File: config.mk
export PLATFORM = sky130hd
export DESIGN_NAME = use_hint_highbits_pack_flat
export DESIGN_NICKNAME = d
export VERILOG_FILES = /design/src/uhp_pkg.sv /design/src/uhp_if.sv /design/src/uhp_front.sv /design/src/uhp_queue.sv /design/src/uhp_back.sv /design/src/use_hint_highbits_pack.sv /design/src/flat_wrapper.sv
export SDC_FILE = /design/constraint.sdc
export NUM_CORES = 1
export LEC_CHECK = 0
export BUFFER_PORTS_ARGS = -buffer_cell sky130_fd_sc_hd__buf_2
export CORE_MARGIN = 10
export CORE_UTILIZATION = 30
export CTS_CLUSTER_DIAMETER = 80
export CTS_CLUSTER_SIZE = 40
export DETAILED_ROUTE_END_ITERATION = 7
export PLACE_DENSITY = 0.58
export SLEW_MARGIN = 40
export SYNTH_ARGS = -nofsm -noshare
export SYNTH_HDL_FRONTEND = slang
export SYNTH_HIERARCHICAL = 1
export SYNTH_SLANG_ARGS = --single-unit
File: constraint.sdc
create_clock -name clk -period 8.85 [get_ports clk]
set_input_delay 1.77 -clock clk [delete_from_list [all_inputs] [get_ports clk]]
set_output_delay 1.77 -clock clk [all_outputs]
set_load 0.02 [all_outputs]
File: src/uhp_pkg.sv
package uhp_pkg;

	localparam int COEFFS_PER_ROW = 256;
	localparam int IDX_W = $clog2(COEFFS_PER_ROW);

	localparam int COEF_W = 24;
	localparam int A_W = COEF_W + 1;
	localparam int T_W = A_W - 7;
	localparam int PROD_W = 33;
	localparam int A0_W = 27;
	localparam int A1_W = 6;
	localparam int BYTE_W = 8;

	localparam logic signed [A_W-1:0] Q_MOD = A_W'(8380417);
	localparam logic signed [A_W-1:0] RND_ADD = A_W'(127);
	localparam int RND_SHIFT = 7;
	localparam logic signed [PROD_W-1:0] MUL_C = PROD_W'(11275);
	localparam logic signed [PROD_W-1:0] MUL_RND = PROD_W'(1 << 23);
	localparam int MUL_SHIFT = 24;
	localparam logic [A1_W-1:0] A1_MAX = A1_W'(43);
	localparam logic [A0_W-1:0] ALPHA = A0_W'(190464);
	localparam logic signed [A0_W-1:0] HALF_Q = A0_W'(4190208);
	localparam logic signed [A0_W-1:0] Q_MOD_W = A0_W'(8380417);

	localparam int QDEPTH = 4;
	localparam int QPTR_W = $clog2(QDEPTH);
	localparam int QCNT_W = $clog2(QDEPTH + 1);

	localparam int ROW_REM = COEFFS_PER_ROW % 4;
	localparam int BYTES_PER_ROW = 3 * (COEFFS_PER_ROW / 4)
		+ ((ROW_REM == 0) ? 0 : ((ROW_REM == 3) ? 2 : 1));
	localparam int BYTE_CNT_W = $clog2(BYTES_PER_ROW);

	typedef enum logic [1:0] {
		POS_FIRST  = 2'd0,
		POS_SECOND = 2'd1,
		POS_THIRD  = 2'd2,
		POS_FOURTH = 2'd3
	} pos_t;

	typedef struct packed {
		pos_t pos;
		logic last;
	} tag_t;

	typedef struct packed {
		logic [A1_W-1:0] a1;
		tag_t tag;
	} entry_t;

endpackage

File: src/uhp_if.sv
interface uhp_coef_if;
	logic valid;
	logic ready;
	logic signed [uhp_pkg::COEF_W-1:0] coefficient;
	logic hint;

	modport source(output valid, coefficient, hint, input ready);
	modport sink(input valid, coefficient, hint, output ready);
endinterface

interface uhp_byte_if;
	logic valid;
	logic ready;
	logic [uhp_pkg::BYTE_W-1:0] packed_byte;
	logic row_done;

	modport source(output valid, packed_byte, row_done, input ready);
	modport sink(input valid, packed_byte, row_done, output ready);
endinterface

File: src/uhp_front.sv
module uhp_front (
	input  logic clk,
	input  logic arst_n,
	uhp_coef_if.sink coef,
	output logic push_valid,
	output uhp_pkg::entry_t push_entry,
	input  logic push_ready
);

	logic en;
	logic accept;
	logic [uhp_pkg::IDX_W-1:0] idx_q;
	uhp_pkg::tag_t tag_in;

	logic valid_s1;
	logic signed [uhp_pkg::A_W-1:0] a_s1;
	logic hint_s1;
	uhp_pkg::tag_t tag_s1;

	logic valid_s2;
	logic signed [uhp_pkg::A_W-1:0] a_s2;
	logic signed [uhp_pkg::PROD_W-1:0] prod_s2;
	logic hint_s2;
	uhp_pkg::tag_t tag_s2;

	logic signed [uhp_pkg::A_W-1:0] a_in;
	logic signed [uhp_pkg::A_W-1:0] a_rnd;
	logic signed [uhp_pkg::T_W-1:0] t_s1;
	logic signed [uhp_pkg::PROD_W-1:0] prod_in;

	logic signed [uhp_pkg::PROD_W-1:0] sum;
	logic signed [uhp_pkg::PROD_W-uhp_pkg::MUL_SHIFT-1:0] a1_raw;
	logic [uhp_pkg::A1_W-1:0] a1_c;
	logic [uhp_pkg::A0_W-1:0] a1_mul;
	logic signed [uhp_pkg::A0_W-1:0] a_ext;
	logic signed [uhp_pkg::A0_W-1:0] a0_raw;
	logic signed [uhp_pkg::A0_W-1:0] a0_adj;
	logic up;
	logic [uhp_pkg::A1_W-1:0] a1_fin;

	assign en = !valid_s2 || push_ready;
	assign coef.ready = en;
	assign accept = coef.valid && en;

	assign tag_in.pos = uhp_pkg::pos_t'(idx_q[1:0]);
	assign tag_in.last = (idx_q == uhp_pkg::IDX_W'(uhp_pkg::COEFFS_PER_ROW - 1));

	always_ff @(posedge clk or negedge arst_n) begin
		if (!arst_n) begin
			idx_q <= '0;
		end else if (accept) begin
			idx_q <= tag_in.last ? '0 : idx_q + 1'b1;
		end
	end

	// Negative coefficients are lifted by Q before the high-bits split.
	assign a_in = {coef.coefficient[uhp_pkg::COEF_W-1], coef.coefficient}
		+ (coef.coefficient[uhp_pkg::COEF_W-1] ? uhp_pkg::Q_MOD : '0);

	assign a_rnd = a_s1 + uhp_pkg::RND_ADD;
	assign t_s1 = uhp_pkg::T_W'(a_rnd >>> uhp_pkg::RND_SHIFT);
	assign prod_in = uhp_pkg::PROD_W'(t_s1) * uhp_pkg::MUL_C;

	always_ff @(posedge clk or negedge arst_n) begin
		if (!arst_n) begin
			valid_s1 <= 1'b0;
			valid_s2 <= 1'b0;
		end else if (en) begin
			valid_s1 <= accept;
			valid_s2 <= valid_s1;
		end
	end

	always_ff @(posedge clk) begin
		if (en) begin
			a_s1 <= a_in;
			hint_s1 <= coef.hint;
			tag_s1 <= tag_in;
			a_s2 <= a_s1;
			prod_s2 <= prod_in;
			hint_s2 <= hint_s1;
			tag_s2 <= tag_s1;
		end
	end

	assign sum = prod_s2 + uhp_pkg::MUL_RND;
	assign a1_raw = sum[uhp_pkg::PROD_W-1:uhp_pkg::MUL_SHIFT];

	always_comb begin
		if (a1_raw < 0 || a1_raw > $signed({1'b0, uhp_pkg::A1_MAX})) begin
			a1_c = '0;
		end else begin
			a1_c = a1_raw[uhp_pkg::A1_W-1:0];
		end
	end

	assign a1_mul = uhp_pkg::A0_W'(a1_c) * uhp_pkg::ALPHA;
	assign a_ext = uhp_pkg::A0_W'(a_s2);
	assign a0_raw = a_ext - $signed(a1_mul);
	assign a0_adj = (a0_raw > uhp_pkg::HALF_Q) ? a0_raw - uhp_pkg::Q_MOD_W : a0_raw;
	assign up = (a0_adj > 0);

	always_comb begin
		if (!hint_s2) begin
			a1_fin = a1_c;
		end else if (up) begin
			a1_fin = (a1_c == uhp_pkg::A1_MAX) ? '0 : a1_c + 1'b1;
		end else begin
			a1_fin = (a1_c == '0) ? uhp_pkg::A1_MAX : a1_c - 1'b1;
		end
	end

	assign push_valid = valid_s2;
	assign push_entry.a1 = a1_fin;
	assign push_entry.tag = tag_s2;

endmodule

File: src/uhp_queue.sv
module uhp_queue (
	input  logic clk,
	input  logic arst_n,
	input  logic push_valid,
	input  uhp_pkg::entry_t push_entry,
	output logic push_ready,
	output logic pop_valid,
	output uhp_pkg::entry_t pop_entry,
	input  logic pop_ready
);

	uhp_pkg::entry_t slots_q [uhp_pkg::QDEPTH];
	logic [uhp_pkg::QPTR_W-1:0] wr_q;
	logic [uhp_pkg::QPTR_W-1:0] rd_q;
	logic [uhp_pkg::QCNT_W-1:0] cnt_q;
	logic do_push;
	logic do_pop;

	assign push_ready = (cnt_q != uhp_pkg::QCNT_W'(uhp_pkg::QDEPTH));
	assign pop_valid = (cnt_q != '0);
	assign pop_entry = slots_q[rd_q];
	assign do_push = push_valid && push_ready;
	assign do_pop = pop_valid && pop_ready;

	always_ff @(posedge clk or negedge arst_n) begin
		if (!arst_n) begin
			wr_q <= '0;
			rd_q <= '0;
			cnt_q <= '0;
		end else begin
			if (do_push) begin
				wr_q <= (wr_q == uhp_pkg::QPTR_W'(uhp_pkg::QDEPTH - 1)) ? '0 : wr_q + 1'b1;
			end
			if (do_pop) begin
				rd_q <= (rd_q == uhp_pkg::QPTR_W'(uhp_pkg::QDEPTH - 1)) ? '0 : rd_q + 1'b1;
			end
			if (do_push && !do_pop) begin
				cnt_q <= cnt_q + 1'b1;
			end else if (do_pop && !do_push) begin
				cnt_q <= cnt_q - 1'b1;
			end
		end
	end

	always_ff @(posedge clk) begin
		if (do_push) begin
			slots_q[wr_q] <= push_entry;
		end
	end

endmodule

File: src/uhp_back.sv
module uhp_back (
	input  logic clk,
	input  logic arst_n,
	input  logic pop_valid,
	input  uhp_pkg::entry_t pop_entry,
	output logic pop_ready,
	uhp_byte_if.source pack
);

	logic out_valid_q;
	logic [uhp_pkg::BYTE_W-1:0] byte_q;
	logic done_q;
	logic [uhp_pkg::A1_W-1:0] pend_q;

	logic do_pop;
	logic emit;
	logic [uhp_pkg::BYTE_W-1:0] byte_nxt;
	logic [uhp_pkg::A1_W-1:0] pend_nxt;
	logic [uhp_pkg::A1_W-1:0] a1;

	assign pop_ready = !out_valid_q || pack.ready;
	assign do_pop = pop_valid && pop_ready;
	assign a1 = pop_entry.a1;

	always_comb begin
		unique case (pop_entry.tag.pos)
			uhp_pkg::POS_FIRST: begin
				byte_nxt = uhp_pkg::BYTE_W'(a1);
				pend_nxt = a1;
				emit = pop_entry.tag.last;
			end
			uhp_pkg::POS_SECOND: begin
				byte_nxt = {a1[1:0], pend_q};
				pend_nxt = {2'b00, a1[5:2]};
				emit = 1'b1;
			end
			uhp_pkg::POS_THIRD: begin
				byte_nxt = {a1[3:0], pend_q[3:0]};
				pend_nxt = {4'b0000, a1[5:4]};
				emit = 1'b1;
			end
			default: begin
				byte_nxt = {a1, pend_q[1:0]};
				pend_nxt = '0;
				emit = 1'b1;
			end
		endcase
	end

	always_ff @(posedge clk or negedge arst_n) begin
		if (!arst_n) begin
			out_valid_q <= 1'b0;
			pend_q <= '0;
		end else begin
			if (do_pop) begin
				pend_q <= pop_entry.tag.last ? '0 : pend_nxt;
			end
			if (do_pop && emit) begin
				out_valid_q <= 1'b1;
			end else if (pack.ready) begin
				out_valid_q <= 1'b0;
			end
		end
	end

	always_ff @(posedge clk) begin
		if (do_pop && emit) begin
			byte_q <= byte_nxt;
			done_q <= pop_entry.tag.last;
		end
	end

	assign pack.valid = out_valid_q;
	assign pack.packed_byte = byte_q;
	assign pack.row_done = done_q;

endmodule

File: src/use_hint_highbits_pack.sv
// Channel  Dir  Payload                               Accepted when
// coef     in   coefficient (s24), hint (1)           valid && ready
// pack     out  packed_byte (8), row_done (1)         valid && ready
//
// One coefficient is taken per cycle while coef ready is high; a word leaves for three of every four.
// After its last coefficient is taken, a word passes through two arithmetic
// stages, a queue slot and the output register before it is valid.
// Reset clears the row counter, the carried bits, the queue and all valid flags.
// The four-entry queue absorbs output stalls; input ready drops once it is full
// and the second arithmetic stage is held.
module use_hint_highbits_pack (
	input  logic clk,
	input  logic arst_n,
	uhp_coef_if.sink coef,
	uhp_byte_if.source pack
);

	logic push_valid;
	logic push_ready;
	uhp_pkg::entry_t push_entry;
	logic pop_valid;
	logic pop_ready;
	uhp_pkg::entry_t pop_entry;

	uhp_front u_front (
		.clk(clk),
		.arst_n(arst_n),
		.coef(coef),
		.push_valid(push_valid),
		.push_entry(push_entry),
		.push_ready(push_ready)
	);

	uhp_queue u_queue (
		.clk(clk),
		.arst_n(arst_n),
		.push_valid(push_valid),
		.push_entry(push_entry),
		.push_ready(push_ready),
		.pop_valid(pop_valid),
		.pop_entry(pop_entry),
		.pop_ready(pop_ready)
	);

	uhp_back u_back (
		.clk(clk),
		.arst_n(arst_n),
		.pop_valid(pop_valid),
		.pop_entry(pop_entry),
		.pop_ready(pop_ready),
		.pack(pack)
	);

endmodule

File: src/flat_wrapper.sv
// flat-port wrapper written by rule: the top's interface ports become plain ports
module use_hint_highbits_pack_flat 
  (clk, arst_n, coef_valid, coef_coefficient, coef_hint, coef_ready, pack_valid, pack_packed_byte, pack_row_done, pack_ready);
  uhp_coef_if coef_i ();
  uhp_byte_if pack_i ();
  input  logic clk;
  input  logic arst_n;
  input wire logic [$bits(coef_i.valid)-1:0] coef_valid;
  input wire logic [$bits(coef_i.coefficient)-1:0] coef_coefficient;
  input wire logic [$bits(coef_i.hint)-1:0] coef_hint;
  output wire logic [$bits(coef_i.ready)-1:0] coef_ready;
  output wire logic [$bits(pack_i.valid)-1:0] pack_valid;
  output wire logic [$bits(pack_i.packed_byte)-1:0] pack_packed_byte;
  output wire logic [$bits(pack_i.row_done)-1:0] pack_row_done;
  input wire logic [$bits(pack_i.ready)-1:0] pack_ready;
  assign coef_i.valid = coef_valid;
  assign coef_i.coefficient = coef_coefficient;
  assign coef_i.hint = coef_hint;
  assign coef_ready = coef_i.ready;
  assign pack_valid = pack_i.valid;
  assign pack_packed_byte = pack_i.packed_byte;
  assign pack_row_done = pack_i.row_done;
  assign pack_i.ready = pack_ready;
  use_hint_highbits_pack u_core (.clk(clk), .arst_n(arst_n), .coef(coef_i), .pack(pack_i));
endmodule
==> impl_summary.md <==
Run status
The flow ran to the end, and the final reports show no timing, DRC or antenna violations.

Floorplanning
After floorplanning, the core was divided into 74 placement rows. The area of the placeable core is 40900 µm². The I/O pin total is 40. The full die area is about 50000 µm². The height of the chip is approximately 220 µm.

The overall die width is 224 µm. For this configuration, the core starts out at a cell density of 0.304.

Worst setup path
The critical path is of the register to register type. The worst endpoint required time is just over 9 ns. Data on the critical path arrives at its endpoint at 8.41 ns.

The startpoint class of the critical path is a register. The worst setup path is captured at a register. The largest fanout on the critical path is 9. The number of buffers and inverters on the critical path is 4.

The peak per-stage delay on the critical path is 0.55 ns. Among all stages on the critical path, the largest delay is contributed by sky130_fd_sc_hd__fa_1. The kind of cell adding the most delay to the critical path is compound AO/OA/AOI/OAI gates.

Logic synthesis
The share of Yosys cell area claimed by the top area cell type is 0.273. The cell accounting for the most synthesized area is sky130_fd_sc_hd__edfxtp_1. The parity-gate share of the synthesized area counting xor and xnor cells is 0.0570. The synthesized-area fraction occupied by and/or/nand/nor cells is 0.116.

The unique cell type count in the Yosys netlist is 89. The mean cell area of the mapped netlist is 10.6 µm². The post-synthesis net count is between 1000 and 1500. The compound-gate portion of the synthesized area is 0.107. The synthesized design contains approximately 110 enable-type register cells. The Yosys warning count is 6.

By area the synthesized netlist is led by sky130_fd_sc_hd__edfxtp_1 (27%), sky130_fd_sc_hd__ha_1 (17%), sky130_fd_sc_hd__fa_1 (12%), sky130_fd_sc_hd__inv_1 (6.3%), sky130_fd_sc_hd__dfrtp_1 (4.8%). The post-synth design cell area is approximately 12000 µm². Counting every instance in the synthesized netlist gives roughly 1200. For this run, the register share of the synthesized area comes to 0.321.

The portion of synthesized area spent on multiplexers is 0.0327. Counting flops with an async set or reset pin after synthesis yields a share of 0.175. The most used flip-flop cell after synthesis is sky130_fd_sc_hd__edfxtp_1.

The post-synthesis share of cell area spent on full adders, half adders and majority gates is 0.292. The largest family of logic cells by synthesized area is adder cells. In this run, synthesis produced a sequential element count of roughly 140.

Cells and area
The number of inserted diodes is 0. The most frequent standard cell in the layout excluding fill and tap cells is sky130_fd_sc_hd__inv_1. In the layout the commonest cells are sky130_fd_sc_hd__inv_1 (209), sky130_fd_sc_hd__ha_1 (168), sky130_fd_sc_hd__edfxtp_1 (113). In the final layout, the share of cells above drive strength 1 is 0.116.

At the end of the flow, the number of nets in the layout was between 1000 and 1500. Measured on the finished design, the core utilization comes to 0.338. From synthesis to final layout, the design area changed by 11.3%.

Drt
In the routed design, unresolved DRC markers number 0. Dividing the detail-routed via count by the number of cells gives 4.71. The final antenna-violating net count is 0. The number of iterations in the first detailed-routing pass is 5. Dividing the detail-routed wire length by the instance count gives approximately 14 µm. The detailed router finished its first iteration with 470 violations. Wires add up to roughly 25000 µm. The detailed router placed 8300 vias in this run.

Timing
The largest clock skew in the final design is approximately 0.011 ns. The ratio of final minimum period to clock period is 0.921. The minimum period implied by the final worst setup slack is 8.15 ns. The count of final setup violators is 0. The hold violation total from the final report is 0.

Derived from the worst setup path, the maximum achievable clock frequency is 0.123 GHz. At the pin with the least slew margin, the transition time is approximately 0.76 ns. In this run the tightest slew margin relative to its limit is 0.490. The number of slew-limit violations in the final report is 0.

Clock network
Clock tree synthesis selected as its root buffer the cell sky130_fd_sc_hd__clkbuf_16. The largest buffer count on any clock path is 2. The H-tree generated during clock tree synthesis spans 4 levels. The number of hold buffers added after cts is 0. The number of buffers created by CTS is 17. Clock latency on the worst-skew pair, taken at its later pin, is ~0.43 ns. After clock tree synthesis, the clock-pin slew on the worst setup and hold paths is 0.07 ns. TritonCTS built the clock tree. The clock sink total is 137.

Global routing
Across every metal layer, demand over resource in global routing totals 0.102. Entering global routing, the biggest net connects 39 pins. The total congestion overflow is 0. The via count of the first global-routing pass is about 8500. The initial antenna violation count is 0.

The first-pass GRT wire length is around 43000 µm.

Placement
Once detailed placement completed, the half-perimeter wirelength came to 20400 µm. At the end of routability-driven placement, the weighted congestion stood at about 0.86. The count of input and output buffers is 39.

Flow run
The tool flagged a number of max-cap violations equal to 0.

Worst hold path
The path class of the tightest hold or removal check is register to register.
[path summary, 6_finish.rpt]
check / startpoint / endpoint / slack [ns] / depth (start not counted)
hold reg to reg: u_core/u_front/tag_s1[2] / u_core/u_front/push_entry[2] / 0.41 / 0
max in group asynchronous: arst_n / u_core/u_front/idx_q[3] / 7.10 / 1
setup / recovery: u_core/u_front/prod_s2[23] / u_core/u_queue/slots_q[0][4] / 0.70 / 32
hold / removal: u_core/u_front/tag_s1[2] / u_core/u_front/push_entry[2] / 0.41 / 0
setup reg to reg: u_core/u_front/prod_s2[23] / u_core/u_queue/slots_q[0][4] / 0.70 / 32
min in group asynchronous: arst_n / u_core/u_back/pend_q[4] / 1.35 / 1
[layer usage]
layer,vias up,track usage,part of all wire
li1,4183,-,-
met1,3989,0.132,0.48
met3,20,0.0186,0.029
met5,-,0,0
met2,108,0.172,0.48
met4,0,0.0270,0.011
[cells by family after synthesis]
kind of cell,Yosys count
simple gates,259
fa+ha+maj,245
buf+inv,232
compound gates,191
flops,137
xor+xnor,80
mux,27
[cells in the mapped netlist, drive strengths merged (4+ instances only)]
cell type and count:
inv 210, ha 168, edfxtp 113, fa 76, xnor2 53, nand2 52, a21oi 48, nor2 48
o21ai 39, nand3 32, xor2 27, nor3 26, dfrtp 24, and3 22, nand4 14, a21o 12
nor2b 12, buf 11, clkbuf 11, o21a 11, a31oi 10, mux2 10, nand2b 10, o21bai 10
and4 9, mux4 9, nor4 9, a211oi 8, mux2i 8, and2 6, o2111ai 6, a22o 5
a41oi 5, o31ai 5, a21boi 4, nand3b 4, o211ai 4
[area by class of cell]
type,count,area (µm²)
repair buffers,48,275
flip-flops and latches,137,3990
multi-input cells,802,7540
well taps,532,666
clock inverters,14,124
fillers,4157,27100
clock buffers,18,450
inverters,210,788
[sequential cells by signal, indices dropped and copies added (netlist names)]
register / count
u_core/u_queue/slots_q: 36
u_core/u_front/a_s1: 25
u_core/u_front/a_s2: 25
u_core/u_front/prod_s2: 10
u_core/u_back/pack.packed_byte: 8
u_core/u_front/idx_q: 8
u_core/u_back/pend_q: 6
u_core/u_front/push_entry: 3
u_core/u_front/tag_s1: 3
u_core/u_queue/cnt_q: 3
u_core/u_queue/rd_q: 2
u_core/u_queue/wr_q: 2
u_core/u_back/pack.row_done: 1
u_core/u_back/pack.valid: 1
u_core/u_front/hint_s1: 1
u_core/u_front/hint_s2: 1
u_core/u_front/push_valid: 1
u_core/u_front/valid_s1: 1
[metrics by stage]
step           hold WS [ns]  cells  worst slack, ns  cell area, µm²  TNS (ns)
2_1_floorplan         0.400   1171            0.316           12400         0
3_3_place_gp          0.403   1725            0.807           13200         0
3_5_place_dp          0.405   1726            0.477           13200         0
4_1_cts               0.414   1758            0.450           13800         0
5_1_grt               0.437   1761         -0.00820           13800   -0.0314
6_report              0.414   1761            0.701           13800         0
[timing repair]
item                       4_1_cts  5_1_grt
setup endpoints to repair        0       24
buffers inserted                 0        3
gates resized for setup          0        2
Power is not shown: default switching activity piles up to over one toggle a cycle in this logic, so the estimate is an artifact.
